## src/sv/col2im_scatter_accumulate_defines.svh

```systemverilog
// -----------------------------------------------------------------------------
// col2im_scatter_accumulate_defines.svh
// Assertion macros shared by the fold block. Each macro expands to a clocked
// concurrent assertion on clk, disabled while arst_n is low.
// -----------------------------------------------------------------------------
`ifndef COL2IM_SCATTER_ACCUMULATE_DEFINES_SVH
`define COL2IM_SCATTER_ACCUMULATE_DEFINES_SVH

`ifndef SYNTHESIS

// Check a property on every rising edge of clk outside reset.
`define C2I_ASSERT(lbl, prop, msg) \
	lbl: assert property (@(posedge clk) disable iff (!arst_n) (prop)) else $error(msg);

// Check that a condition never holds on a rising edge of clk outside reset.
`define C2I_ASSERT_NEVER(lbl, cond, msg) \
	lbl: assert property (@(posedge clk) disable iff (!arst_n) !(cond)) else $error(msg);

`else

`define C2I_ASSERT(lbl, prop, msg)
`define C2I_ASSERT_NEVER(lbl, cond, msg)

`endif

`endif

```

## src/sv/c2i_pkg.sv

```systemverilog
// -----------------------------------------------------------------------------
// c2i_pkg
// Types and codes of the 2D fold (col2im) block: transaction payloads,
// configuration registers and accumulate results.
// -----------------------------------------------------------------------------
package c2i_pkg;

	// Operation codes
	typedef enum logic {
		OP_ACCUM = 1'b0,
		OP_READ  = 1'b1
	} op_e;

	// Configuration register indexes
	localparam int unsigned CFG_IDX_W = 3;
	localparam int unsigned CFG_DATA_W = 7;
	localparam logic [CFG_IDX_W-1:0] REG_OUT_HEIGHT    = 3'd0;
	localparam logic [CFG_IDX_W-1:0] REG_OUT_WIDTH     = 3'd1;
	localparam logic [CFG_IDX_W-1:0] REG_PAD_ROWS      = 3'd2;
	localparam logic [CFG_IDX_W-1:0] REG_PAD_COLS      = 3'd3;
	localparam logic [CFG_IDX_W-1:0] REG_STRIDE_ROWS   = 3'd4;
	localparam logic [CFG_IDX_W-1:0] REG_STRIDE_COLS   = 3'd5;
	localparam logic [CFG_IDX_W-1:0] REG_DILATION_ROWS = 3'd6;
	localparam logic [CFG_IDX_W-1:0] REG_DILATION_COLS = 3'd7;

	localparam int unsigned VALUE_W = 32;
	localparam int unsigned INDEX_W = 16;

	typedef struct packed {
		logic               operation;
		logic [3:0]         channel;
		logic [2:0]         kernel_row;
		logic [2:0]         kernel_col;
		logic [5:0]         window_row;
		logic [5:0]         window_col;
		logic [5:0]         image_row;
		logic [5:0]         image_col;
		logic signed [31:0] value;
	} in_item_t;

	typedef struct packed {
		logic               in_range;
		logic [15:0]        image_index;
		logic signed [31:0] sum_value;
		logic               saturated;
	} out_item_t;

	typedef struct packed {
		logic [6:0] out_height;
		logic [6:0] out_width;
		logic [5:0] pad_rows;
		logic [5:0] pad_cols;
		logic [6:0] stride_rows;
		logic [6:0] stride_cols;
		logic [3:0] dilation_rows;
		logic [3:0] dilation_cols;
	} cfg_t;

	// Outcome of one read-modify-write on a store word
	typedef struct packed {
		logic signed [31:0] store_data;
		logic signed [31:0] sum_value;
		logic               saturated;
	} acc_res_t;

endpackage

```

## src/sv/c2i_addr.sv

```systemverilog
// -----------------------------------------------------------------------------
// c2i_addr
// Map an incoming transaction to an image position and store address, and
// check the position against the configured image and the store bounds.
// -----------------------------------------------------------------------------
module c2i_addr #(
	parameter int unsigned MAX_CHANNELS = 16,
	parameter int unsigned MAX_ROWS     = 64,
	parameter int unsigned MAX_COLS     = 64,
	parameter int unsigned MAX_KERNEL   = 8,
	parameter int unsigned MAX_WINDOWS  = 64,
	parameter int unsigned IXW          = 16
) (
	input  c2i_pkg::in_item_t  item,
	input  c2i_pkg::cfg_t      cfg,
	output logic               ok,
	output logic [IXW-1:0]     addr
);
	import c2i_pkg::*;

	logic [12:0]        row_win;
	logic [12:0]        col_win;
	logic [6:0]         row_tap;
	logic [6:0]         col_tap;
	logic signed [14:0] row_pos;
	logic signed [14:0] col_pos;
	logic               row_ok;
	logic               col_ok;
	logic               bounds_ok;

	// Small products: 6x7 for the window offset, 3x4 for the tap offset
	assign row_win = {7'd0, item.window_row} * {6'd0, cfg.stride_rows};
	assign col_win = {7'd0, item.window_col} * {6'd0, cfg.stride_cols};
	assign row_tap = {4'd0, item.kernel_row} * {3'd0, cfg.dilation_rows};
	assign col_tap = {4'd0, item.kernel_col} * {3'd0, cfg.dilation_cols};

	always_comb begin
		if (item.operation == OP_READ) begin
			row_pos   = {9'd0, item.image_row};
			col_pos   = {9'd0, item.image_col};
			bounds_ok = 32'(item.channel) < 32'(MAX_CHANNELS);
		end else begin
			row_pos   = $signed({2'd0, row_win}) + $signed({8'd0, row_tap})
			          - $signed({9'd0, cfg.pad_rows});
			col_pos   = $signed({2'd0, col_win}) + $signed({8'd0, col_tap})
			          - $signed({9'd0, cfg.pad_cols});
			bounds_ok = (32'(item.channel) < 32'(MAX_CHANNELS))
			         && (32'(item.kernel_row) < 32'(MAX_KERNEL))
			         && (32'(item.kernel_col) < 32'(MAX_KERNEL))
			         && (32'(item.window_row) < 32'(MAX_WINDOWS))
			         && (32'(item.window_col) < 32'(MAX_WINDOWS));
		end
	end

	assign row_ok = !row_pos[14] && (row_pos[13:0] < {7'd0, cfg.out_height})
	             && (32'(row_pos[13:0]) < 32'(MAX_ROWS));
	assign col_ok = !col_pos[14] && (col_pos[13:0] < {7'd0, cfg.out_width})
	             && (32'(col_pos[13:0]) < 32'(MAX_COLS));

	assign ok = bounds_ok && row_ok && col_ok;

	// Constant multiplies only; in range the address stays below the depth
	assign addr = IXW'(item.channel) * IXW'(MAX_ROWS * MAX_COLS)
	            + IXW'(row_pos[13:0]) * IXW'(MAX_COLS)
	            + IXW'(col_pos[13:0]);

endmodule

```

## config.mk

```make
export PLATFORM = sky130hd
export DESIGN_NAME = c2i_addr
export DESIGN_NICKNAME = d
export VERILOG_FILES = /design/src/sv/col2im_scatter_accumulate_defines.svh /design/src/sv/c2i_pkg.sv /design/src/sv/c2i_addr.sv
export SDC_FILE = /design/constraint.sdc
export NUM_CORES = 1
export LEC_CHECK = 0
export BUFFER_PORTS_ARGS = -buffer_cell sky130_fd_sc_hd__buf_2
export CAP_MARGIN = 20
export CORE_ASPECT_RATIO = 1.25
export CORE_MARGIN = 10
export CORE_UTILIZATION = 60
export DETAILED_ROUTE_END_ITERATION = 12
export PLACE_DENSITY = 0.95
export SYNTH_ARGS = -nofsm -noshare
export SYNTH_HDL_FRONTEND = slang
export SYNTH_SLANG_ARGS = --single-unit
```

## constraint.sdc

```tcl
create_clock -name vclk -period 17.5
set_input_delay 0.875 -clock vclk [all_inputs]
set_output_delay 0.875 -clock vclk [all_outputs]
set_load 0.005 [all_outputs]
```

==> reports/results.tsv <==
stage	metric	value	unit
sta	finalHoldViolations	0	
route	routedWlPerCell	14.3	µm
power_and_ir_drop	irDropWorstVdd	0.0989	mV
route	wl	12700	µm
sta	fin_crit	8460	ps
finish	mostFrequentLayoutCells	inv_1, ha_1, buf_2, fa_1, and2_1	
power_and_ir_drop	pwr-share-clk	0	
job	drv_cap	0	
clock_network	post_cts_buffers	0	
sta	postLayoutSetupSlackWorst	9040	ps
floorplanning	core	9080	µm²
route	final_antenna_net_count	0	
route	drc_errors	0	
sta	hold_ws	2070	ps
setup_path	start_kind	input pin	
placement	dp.cells	891	
finish	stdcell_area	6170	µm²
sta	slew_headroom	0.596	
finish	nets	1079	
sta	fmaxAchievable	118	MHz
global_route	grt_start_max_net_pins	32	
power_and_ir_drop	p_leak	3.56	nW
finish	seqCellArea	0	µm²
synth	synth.net_count	980	
power_and_ir_drop	switching_share	0.550	
route	dr.pass1.iters	4	
finish	seq_cell_count	0	
power_and_ir_drop	p_comb_frac	1.000	
run_status	status	finished, final reports clean	
synth	yosysSeqAreaShare	0	
sta	tns	0	ps
placement	dpl_cell_area	6170	µm²
global_route	overflow	0	
finish	final_core_util	0.680	
floorplanning	die_w	106	µm
route	num_vias	4688	
global_route	grt_pass1_wl	22100	µm
global_route	track_usage	0.188	
clock_network	cts_resized	0	
finish	fin_cells	892	
power_and_ir_drop	p_seq_frac	0	
floorplanning	io_pins	132	
synth	yosysUniqueCellTypes	42	
route	drtIter0Drc	198	
sta	finalSetupViolations	0	
clock_network	ctsHoldBuffers	0	
finish	fill_cells	669	
setup_path	worstPathMaxFanout	4	
placement	pre_cts_ws	9070	ps
setup_path	path_class	input pin to primary output	
finish	area_growth	11.7	%
synth	synth.avg_cell_area	8.24	µm²
finish	final_common_cell	inv_1	
placement	io_buffers	100	
floorplanning	dieArea	13500	µm²
setup_path	required	16620	ps
setup_path	end_kind	primary output	
synth	synth_warnings	0	
floorplanning	start_util	0.609	
synth	netlist_area	5530	µm²
power_and_ir_drop	power	1.01	mW
global_route	antenna_found_initial	1	
placement	hpwl	11700	µm
sta	post-route-period-util	0.483	
setup_path	arrival	7580	ps
floorplanning	num_rows	39	
floorplanning	die_h	127	µm
finish	drive_above_1_share	0.139	
power_and_ir_drop	p_int	456	µW
placement	place_congestion	0.873	
route	vias_per_cell	5.26	
sta	rsz0062_at_grt	no	
synth	syn_inst	671	
worst_hold_path	hp-class	input pin to primary output	
finish	nClkBuffers	0	
power_and_ir_drop	power.density	164	nW/µm²
global_route	grt_pass1_vias	5184	
power_and_ir_drop	p_switching	556	µW
sta	max_slew.worst_pin.slew	599	ps
sta	drv_slew	0	
==> Yosys cell counts, types with 2 or more instances <==
| cell type | n | area, µm² |
|---|---|---|
| mux2i_1 | 6 | 60.1 |
| clkbuf_1 | 2 | 7.51 |
| ha_1 | 111 | 1390 |
| a21o_1 | 11 | 82.6 |
| a211oi_1 | 4 | 30.0 |
| o21ai_0 | 25 | 125 |
| nand3_1 | 4 | 20.0 |
| nand2_1 | 49 | 184 |
| inv_1 | 175 | 657 |
| fa_1 | 83 | 1660 |
| o211ai_1 | 2 | 15.0 |
| nand4_1 | 2 | 12.5 |
| xor2_1 | 10 | 87.6 |
| nor3b_1 | 2 | 15.0 |
| o21bai_1 | 7 | 52.6 |
| mux2_2 | 4 | 45.0 |
| nor3_1 | 4 | 20.0 |
| o21a_1 | 7 | 52.6 |
| and2_1 | 73 | 457 |
| nor4_1 | 3 | 18.8 |
| xnor2_1 | 14 | 123 |
| nor2_1 | 24 | 90.1 |
| o22ai_1 | 2 | 12.5 |
| nand2b_1 | 10 | 62.6 |
| nor2b_1 | 4 | 25.0 |
| a21oi_1 | 17 | 85.1 |
==> area by class of cell <==
class,count,area [µm²],share of cell area
inverters,175,657,0.106
multi-input cells,493,4860,0.787
well taps,123,154,0.0249
repair buffers,100,500,0.0811
diodes,1,2.50,0.000405
==> final timing paths <==
check      from        to  slack [ps]  cells after the start
min    item[37]   addr[5]        2070                      3
max      cfg[2]  addr[15]        9040                     26
==> cell families after synthesis <==
| family | share of synthesized area |
|---|---|
| buf+inv | 0.121 |
| fa+ha+maj | 0.552 |
| simple gates | 0.168 |
| xor+xnor | 0.0380 |
| mux | 0.0190 |
| compound gates | 0.103 |
==> layer usage <==
metal,up-vias,global-route usage,share of wire
met5,-,0,0
met4,0,0.0391,0.024
met3,24,0.0151,0.034
met1,2265,0.209,0.39
li1,2301,-,-
met2,98,0.376,0.55
==> power groups by stage <==
stage             Clock (mW)  Combinational (mW)  Sequential [mW]
6_report       0.00000000764                1.01                0
5_1_grt        0.00000000764                1.15                0
4_1_cts                    0                1.02                0
3_5_place_dp               0                1.01                0
3_3_place_gp               0               0.969                0
2_1_floorplan              0               0.732                0
==> critical path, cell delays in order <==
cell	delay, ps
buf_2	120
and2_1	170
fa_1	490
fa_1	520
fa_1	550
inv_1	60
fa_1	500
fa_1	540
inv_1	40
ha_1	350
o21a_1	160
a2111oi_2	380
nor3_1	120
a221o_1	370
a21o_1	210
a21oi_2	150
xnor2_1	170
nand2b_1	110
fa_1	480
inv_1	40
ha_1	320
a21oi_1	200
o21ai_0	140
xnor2_1	150
xnor2_1	220
buf_2	150
Note: power is estimated with default switching activity, not from simulation.
