==> src/sv/col2im_scatter_accumulate_defines.svh <==
// -----------------------------------------------------------------------------
// col2im_scatter_accumulate_defines.svh
// Assertion macros shared by the fold block. Each macro expands to a clocked
// concurrent assertion on clk, disabled while arst_n is low.
// -----------------------------------------------------------------------------
`ifndef COL2IM_SCATTER_ACCUMULATE_DEFINES_SVH
`define COL2IM_SCATTER_ACCUMULATE_DEFINES_SVH

`ifndef SYNTHESIS

// Check a property on every rising edge of clk outside reset.
`define C2I_ASSERT(lbl, prop, msg) \
	lbl: assert property (@(posedge clk) disable iff (!arst_n) (prop)) else $error(msg);

// Check that a condition never holds on a rising edge of clk outside reset.
`define C2I_ASSERT_NEVER(lbl, cond, msg) \
	lbl: assert property (@(posedge clk) disable iff (!arst_n) !(cond)) else $error(msg);

`else

`define C2I_ASSERT(lbl, prop, msg)
`define C2I_ASSERT_NEVER(lbl, cond, msg)

`endif

`endif

==> src/sv/c2i_pkg.sv <==
// -----------------------------------------------------------------------------
// c2i_pkg
// Types and codes of the 2D fold (col2im) block: transaction payloads,
// configuration registers and accumulate results.
// -----------------------------------------------------------------------------
package c2i_pkg;

	// Operation codes
	typedef enum logic {
		OP_ACCUM = 1'b0,
		OP_READ  = 1'b1
	} op_e;

	// Configuration register indexes
	localparam int unsigned CFG_IDX_W = 3;
	localparam int unsigned CFG_DATA_W = 7;
	localparam logic [CFG_IDX_W-1:0] REG_OUT_HEIGHT    = 3'd0;
	localparam logic [CFG_IDX_W-1:0] REG_OUT_WIDTH     = 3'd1;
	localparam logic [CFG_IDX_W-1:0] REG_PAD_ROWS      = 3'd2;
	localparam logic [CFG_IDX_W-1:0] REG_PAD_COLS      = 3'd3;
	localparam logic [CFG_IDX_W-1:0] REG_STRIDE_ROWS   = 3'd4;
	localparam logic [CFG_IDX_W-1:0] REG_STRIDE_COLS   = 3'd5;
	localparam logic [CFG_IDX_W-1:0] REG_DILATION_ROWS = 3'd6;
	localparam logic [CFG_IDX_W-1:0] REG_DILATION_COLS = 3'd7;

	localparam int unsigned VALUE_W = 32;
	localparam int unsigned INDEX_W = 16;

	typedef struct packed {
		logic               operation;
		logic [3:0]         channel;
		logic [2:0]         kernel_row;
		logic [2:0]         kernel_col;
		logic [5:0]         window_row;
		logic [5:0]         window_col;
		logic [5:0]         image_row;
		logic [5:0]         image_col;
		logic signed [31:0] value;
	} in_item_t;

	typedef struct packed {
		logic               in_range;
		logic [15:0]        image_index;
		logic signed [31:0] sum_value;
		logic               saturated;
	} out_item_t;

	typedef struct packed {
		logic [6:0] out_height;
		logic [6:0] out_width;
		logic [5:0] pad_rows;
		logic [5:0] pad_cols;
		logic [6:0] stride_rows;
		logic [6:0] stride_cols;
		logic [3:0] dilation_rows;
		logic [3:0] dilation_cols;
	} cfg_t;

	// Outcome of one read-modify-write on a store word
	typedef struct packed {
		logic signed [31:0] store_data;
		logic signed [31:0] sum_value;
		logic               saturated;
	} acc_res_t;

endpackage

==> src/sv/c2i_acc.sv <==
// -----------------------------------------------------------------------------
// c2i_acc
// Modify step of the read-modify-write: pick the current word (forwarded or
// from the store), then saturating add for accumulate or clear for read.
// -----------------------------------------------------------------------------
module c2i_acc (
	input  logic                 operation,
	input  logic signed [31:0]   value,
	input  logic signed [31:0]   rdata,
	input  logic                 fwd_hit,
	input  logic signed [31:0]   fwd_data,
	output c2i_pkg::acc_res_t    res
);
	import c2i_pkg::*;

	logic signed [31:0] cur;
	logic signed [32:0] sum_wide;
	logic               ovf;
	logic signed [31:0] sum_sat;

	assign cur      = fwd_hit ? fwd_data : rdata;
	assign sum_wide = {cur[31], cur} + {value[31], value};
	assign ovf      = sum_wide[32] != sum_wide[31];
	assign sum_sat  = ovf ? (sum_wide[32] ? 32'sh8000_0000 : 32'sh7FFF_FFFF)
	                      : sum_wide[31:0];

	always_comb begin
		if (operation == OP_READ) begin
			res.store_data = '0;
			res.sum_value  = cur;
			res.saturated  = 1'b0;
		end else begin
			res.store_data = sum_sat;
			res.sum_value  = sum_sat;
			res.saturated  = ovf;
		end
	end

endmodule

==> config.mk <==
export PLATFORM = sky130hd
export DESIGN_NAME = c2i_acc
export DESIGN_NICKNAME = d
export VERILOG_FILES = /design/src/sv/col2im_scatter_accumulate_defines.svh /design/src/sv/c2i_pkg.sv /design/src/sv/c2i_acc.sv
export SDC_FILE = /design/constraint.sdc
export NUM_CORES = 1
export LEC_CHECK = 0
export BUFFER_PORTS_ARGS = -buffer_cell sky130_fd_sc_hd__buf_2
export CORE_UTILIZATION = 50
export DETAILED_ROUTE_END_ITERATION = 10
export GPL_TIMING_DRIVEN = 1
export PLACE_DENSITY_LB_ADDON = 0.2
export SLEW_MARGIN = 30
export SYNTH_ARGS = -nofsm -noshare
export SYNTH_HDL_FRONTEND = slang
export SYNTH_SLANG_ARGS = --single-unit
export TNS_END_PERCENT = 10
==> constraint.sdc <==
create_clock -name vclk -period 5.3
set_input_delay 0 -clock vclk [all_inputs]
set_output_delay 0 -clock vclk [all_outputs]
set_load 0.005 [all_outputs]
==> results of run 1 <==
tightest hold or removal path, stage by stage:
cell    delay, ps
buf_2          70
mux2_2        150
a21o_1        110
buf_2         100
where the power goes:
| part | switching, W | total (W) | leakage, nW | internal (W) |
|---|---|---|---|---|
| Combinational | 0.000406 | 0.000714 | 1.89 | 0.000308 |
| Sequential | 0 | 0 | 0 | 0 |
| Clock | 0 | 0 | 0 | 0 |
per-stage QoR:
| step | total power [W] | hold WS [ps] | area, µm² | std cells |
|---|---|---|---|---|
| 6_report | 0.0007138 | 426.0 | 3926 | 670 |
| 5_1_grt | 0.0007825 | 452.3 | 3926 | 670 |
| 4_1_cts | 0.0007056 | 427.1 | 3926 | 670 |
| 3_5_place_dp | 0.0007015 | 422.7 | 3926 | 670 |
| 3_3_place_gp | 0.0006933 | 418.1 | 3926 | 670 |
| 2_1_floorplan | 0.0004785 | 133.3 | 3171 | 463 |
cells in the mapped netlist, types with 2 or more instances:
cell       n
o21bai_1   3
nand3_1    8
a211o_1    6
buf_6      2
nor3_1     6
clkbuf_1   7
nand2b_1   2
nand4_1   12
a31oi_1    2
o211ai_2   2
o31ai_2    2
a31o_2     3
o22a_1    14
and2_1     4
inv_1      6
nor2_1    59
or3_1      2
o31a_1     2
o211ai_1   6
and3_1     4
o21a_1     4
a21o_1    12
o21ai_1   24
and4_1     2
nor2b_1    2
a41oi_1    2
a211oi_1   6
o21ai_0   26
xnor2_1   14
buf_2     17
a21oi_2    3
xor2_1    10
nand2_1   39
mux2_2    32
buf_1      4
ha_1      32
a21oi_1   49
cell type report:
class / count / area, µm²
Fill cell: 585 / 2100
Inverter: 7 / 26.28
Multi-Input combinational cell: 424 / 2983
Tap cell: 75 / 93.84
Timing Repair Buffer: 164 / 823.3
final timing paths:
kind,from,endpoint,cells past startpoint
setup / recovery,fwd_hit,res[18],13
hold / removal,fwd_data[31],res[32],4
per-layer routing:
| layer | vias to the layer above | part of all wire [%] |
|---|---|---|
| met5 | - | 0 |
| met4 | 0 | 0.035 |
| met3 | 2 | 6.3 |
| met2 | 179 | 47 |
| met1 | 1936 | 47 |
| li1 | 2012 | - |
logic make-up (layout without fill, tap and decap cells):
| logic type | count (synthesis) | after routing | share of synthesized area, % |
|---|---|---|---|
| AO/OA/AOI/OAI | 187 | 187 | 40.61 |
| AND/OR/NAND/NOR | 146 | 146 | 21.03 |
| buffers and inverters | 39 | 171 | 5.919 |
| multiplexers | 34 | 34 | 12.55 |
| adder cells (fa/ha/maj) | 33 | 33 | 13.26 |
| XOR/XNOR | 24 | 24 | 6.630 |
==> flow_summary.json, run 1 <==
{
  "status": "completed",
  "netlist-cell-type-count": 70,
  "syn_area_mm2": 0.003171,
  "io_pins": 163,
  "grt_usage_pct": 32.26,
  "gr-usage-met3_pct": 0.3333,
  "post_synth.cell_area_avg_um2": 6.848,
  "num_antenna_cells": 0,
  "die_h_um": 81.63,
  "period_share_pct": 77.20,
  "drc": 0,
  "worst_pin_slew_ps": 830.0,
  "synth_area_leaders": "ha_1 13%, mux2_2 11%, a21oi_1 7.7%",
  "crit_chain": "buf_2 > mux2_2 > ha_1 > fa_1 > a21o_1 > a311o_1 > nand4_1 > a211oi_2 > o2111ai_1 > a21o_1 > nand2_1 > a21o_1 > buf_2",
  "met2_usage_pct": 57.08,
  "hold_viol_final": 0,
  "cts-hold-fix-buffers": 0,
  "grt_pass1_wl_um": 16980,
  "path_common_cell": "a21o_1",
  "rsz0062_at_grt": "no",
  "period_minus_slack_ps": 4092,
  "dp_hpwl_um": 8943,
  "cts_resized": 0,
  "yosysTopAreaCell": "ha_1",
  "post-route-util_pct": 65.16,
  "synth-warning-count": 0,
  "required_ps": 5300,
  "setup_viol": 0,
  "maxCapViolations": 0,
  "routed_via_density": 6.163,
  "yosysSeqAreaShare_pct": 0,
  "busiest_layer": "met2",
  "worst-path-buf-inv": 2,
  "fmax_ghz": 0.2444,
  "tns_ps": 0,
  "grt_max_degree": 36,
  "syn_nets": 594,
  "powerDensity_mw_per_mm2": 181.8,
  "ant_nets": 0,
  "wl_per_cell_um": 17.00,
  "post_cts_buffers": 0,
  "die_w_um": 81.63,
  "grt_pass1_vias": 3482,
  "overflow": 0,
  "portBuffers": 163,
  "nets": 728,
  "seq_cell_count": 0,
  "place_ws_ps": 1216,
  "slowest_delay_ps": 720,
  "crit_family": "compound AO/OA/AOI/OAI gates",
  "grtUsageMet1_pct": 46.16,
  "worst_slack_ps": 1208,
  "seq_area_um2": 0,
  "drt_wl_total_um": 11390,
  "cp_max_fo": 32,
  "p_leak_nw": 1.888,
  "final_common_cell": "buf_2",
  "place_congestion": 0.9212,
  "clkbuf_count": 0,
  "worstSetupPathType": "in2out",
  "endpoint_kind": "output pin",
  "areaGrowthSynthToFinish_pct": 23.84,
  "vias": 4129,
  "yosys.area.top_type_share_pct": 12.63,
  "drv_slew": 0,
  "initial_utilization_pct": 52.62,
  "fp.coreArea_mm2": 0.006026,
  "antenna_found_initial": 0,
  "arrival_ps": 4090,
  "slowest_stage": "a21o_1",
  "cp-start-kind": "input pin",
  "rows": 28,
  "slew-limit-headroom_pct": 44.67,
  "syn_inst": 463,
  "peakVddDrop_mv": 0.1100,
  "final_cell_mix": "163 x buf_2, 59 x nor2_1, 49 x a21oi_1, 39 x nand2_1",
  "hold_class": "in2out",
  "die_area_mm2": 0.006663,
  "dr.pass1.iters": 5,
  "final_layout_size_suffix_gt1_share_pct": 36.97,
  "drt-initial-drc-count": 274
}
Note: power is estimated with default switching activity, not from simulation.
==> run 2: changes to the inputs <==
--- a/config.mk
+++ b/config.mk
@@ -6,7 +6,7 @@
 export NUM_CORES = 1
 export LEC_CHECK = 0
 export BUFFER_PORTS_ARGS = -buffer_cell sky130_fd_sc_hd__buf_2
-export CORE_UTILIZATION = 50
+export CORE_UTILIZATION = 44
 export DETAILED_ROUTE_END_ITERATION = 10
 export GPL_TIMING_DRIVEN = 1
 export PLACE_DENSITY_LB_ADDON = 0.2
==> constraint.sdc (replaced) <==
create_clock -name vclk -period 3.6
set_input_delay 0 -clock vclk [all_inputs]
set_output_delay 0 -clock vclk [all_outputs]
set_load 0.005 [all_outputs]
==> run 2 against run 1 <==
Net effect:
- combinational power up 54%
- sequential share of layout area unchanged
- global-route usage down 2.5 points
- die area up 13%
- count of clock-buffer cells in the layout unchanged
- routed wire length up 2.4%
- non-clock buffer count up 14
- critical path depth up 2
- worst setup slack worse by 1100 ps
- power up 54%
- final area up 4.6%
==> flow_summary.json, run 2 (synthesized netlist as in run 1, its figures left out) <==
{
  "die_area_mm2": 0.007549,
  "drt_wl_total_um": 11670,
  "seq_area_um2": 0,
  "dr.pass1.iters": 5,
  "ant_nets": 0,
  "io_pins": 163,
  "p_int_w": 0.0004866,
  "initial_utilization_pct": 46.16,
  "areaGrowthSynthToFinish_pct": 29.52,
  "worstSetupPathType": "in2out",
  "p_leak_nw": 1.962,
  "seq_cell_count": 0,
  "drc": 0,
  "grt_max_degree": 27,
  "nets": 742,
  "maxCapViolations": 0,
  "endpoint_kind": "output pin",
  "num_antenna_cells": 0,
  "powerDensity_mw_per_mm2": 267.5,
  "fmax_ghz": 0.2900,
  "place_ws_ps": 156.9,
  "fp.coreArea_mm2": 0.006869,
  "final_layout_size_suffix_gt1_share_pct": 39.41,
  "vias": 4154,
  "slowest_delay_ps": 460,
  "grt_usage_pct": 29.76,
  "peakVddDrop_mv": 0.1293,
  "die_h_um": 86.89,
  "rows": 30,
  "required_ps": 3600,
  "tns_ps": 0,
  "routed_via_density": 5.892,
  "hold_class": "in2out",
  "antenna_found_initial": 0,
  "portBuffers": 163,
  "place_congestion": 0.9714,
  "p_comb_share_pct": 100.0,
  "clkbuf_count": 0,
  "clkPwrFrac_pct": 0,
  "final_common_cell": "buf_2",
  "crit_chain": "buf_2 > buf_4 > mux2_2 > ha_1 > o21ai_1 > nor2b_1 > o21ai_0 > a41o_1 > o211ai_2 > buf_4 > mux2i_4 > buf_12 > nor2_1 > o22a_1 > buf_2",
  "period_minus_slack_ps": 3448,
  "drv_slew": 0,
  "min_to": "res[32]",
  "die_w_um": 86.89,
  "fill_cells": 701,
  "rsz0062_at_grt": "no",
  "p_switching_w": 0.0006119,
  "overflow": 0,
  "worst_pin_slew_ps": 550.4,
  "slowest_stage": "o21ai_0",
  "setup_viol": 0,
  "slew-limit-headroom_pct": 62.92,
  "status": "completed",
  "seq_power_share_pct": 0,
  "final_cell_mix": "163 x buf_2, 57 x nor2_1, 49 x a21oi_1, 39 x nand2_1, 32 x mux2_2",
  "fin_cells": 705,
  "hp-start": "fwd_data[31]",
  "cp-start-kind": "input pin",
  "dp_cells": 704,
  "dp_hpwl_um": 9738,
  "hold_viol_final": 0,
  "drt-initial-drc-count": 295,
  "worst_slack_ps": 151.8,
  "wl_per_cell_um": 16.55,
  "grt_pass1_wl_um": 18110,
  "cp_max_fo": 14,
  "swShare_pct": 55.70,
  "total_power_w": 0.001099,
  "period_share_pct": 95.78,
  "arrival_ps": 3450,
  "hold_depth": 4,
  "grt_pass1_vias": 3739
}
-- run 2: changes by cell type in the layout (fill, tap and decap cells not counted), moves of 2 or more --
cell | before | now
buf_4 | 1 | 14
o21ai_0 | 26 | 23
nor2_1 | 59 | 57
nor2_2 | 0 | 2
o21ai_1 | 24 | 26
-- run 2: worst max-delay path by stage --
stage	start	endpoint	slack, ps
floorplan	fwd_hit	res[16]	350
global placement	fwd_hit	res[22]	130
detailed placement	fwd_hit	res[22]	160
CTS	fwd_hit	res[1]	150
global route	fwd_hit	res[4]	9
finish	fwd_hit	res[3]	150
-- run 2: metal layers --
metal	share of wire, %	routed length [µm]	vias to the layer above	track usage, %
met5	0	0	-	0
met2	46	5388	193	52.18
met3	6.7	781	6	1.422
met1	47	5458	1906	41.73
met4	0.36	42	0	2.121
li1	-	-	2049	-
-- run 2: cell type report --
cell class	count	area, µm²	area share, %
inverters	7	26.28	0.6399
repair buffers	178	940.9	22.91
multi-input cells	424	3019	73.52
well taps	96	120.1	2.925
-- run 2: metrics by stage --
stage | cell area, µm² | util, % | hold slack (ps)
5_1_grt | 4106 | 59.78 | 446.1
6_report | 4106 | 59.78 | 426.3
4_1_cts | 4063 | 59.14 | 424.3
3_3_place_gp | 4063 | 59.14 | 429.3
2_1_floorplan | 3171 | - | 133.3
3_5_place_dp | 4063 | 59.14 | 418.1
-- run 2: power by group through the flow --
stage,combinational [W],clock (W),sequential [W]
after floorplan,0.000704,0,0
after global placement,0.00106,0,0
after detailed placement,0.00107,0,0
after CTS,0.00107,0,0
after global routing,0.00120,0,0
final,0.00110,0,0
-- run 2: critical path: cells and delay by family --
family	cells	cell delay, ps
simple gates	2	210
fa+ha+maj	1	440
mux	2	640
buf+inv	5	980
compound gates	5	1150
-- run 2: timing repair --
item	CTS	global route
gates resized for setup	0	11
setup buffers	0	1
hold buffers	0	0
endpoints found under the setup margin	0	56
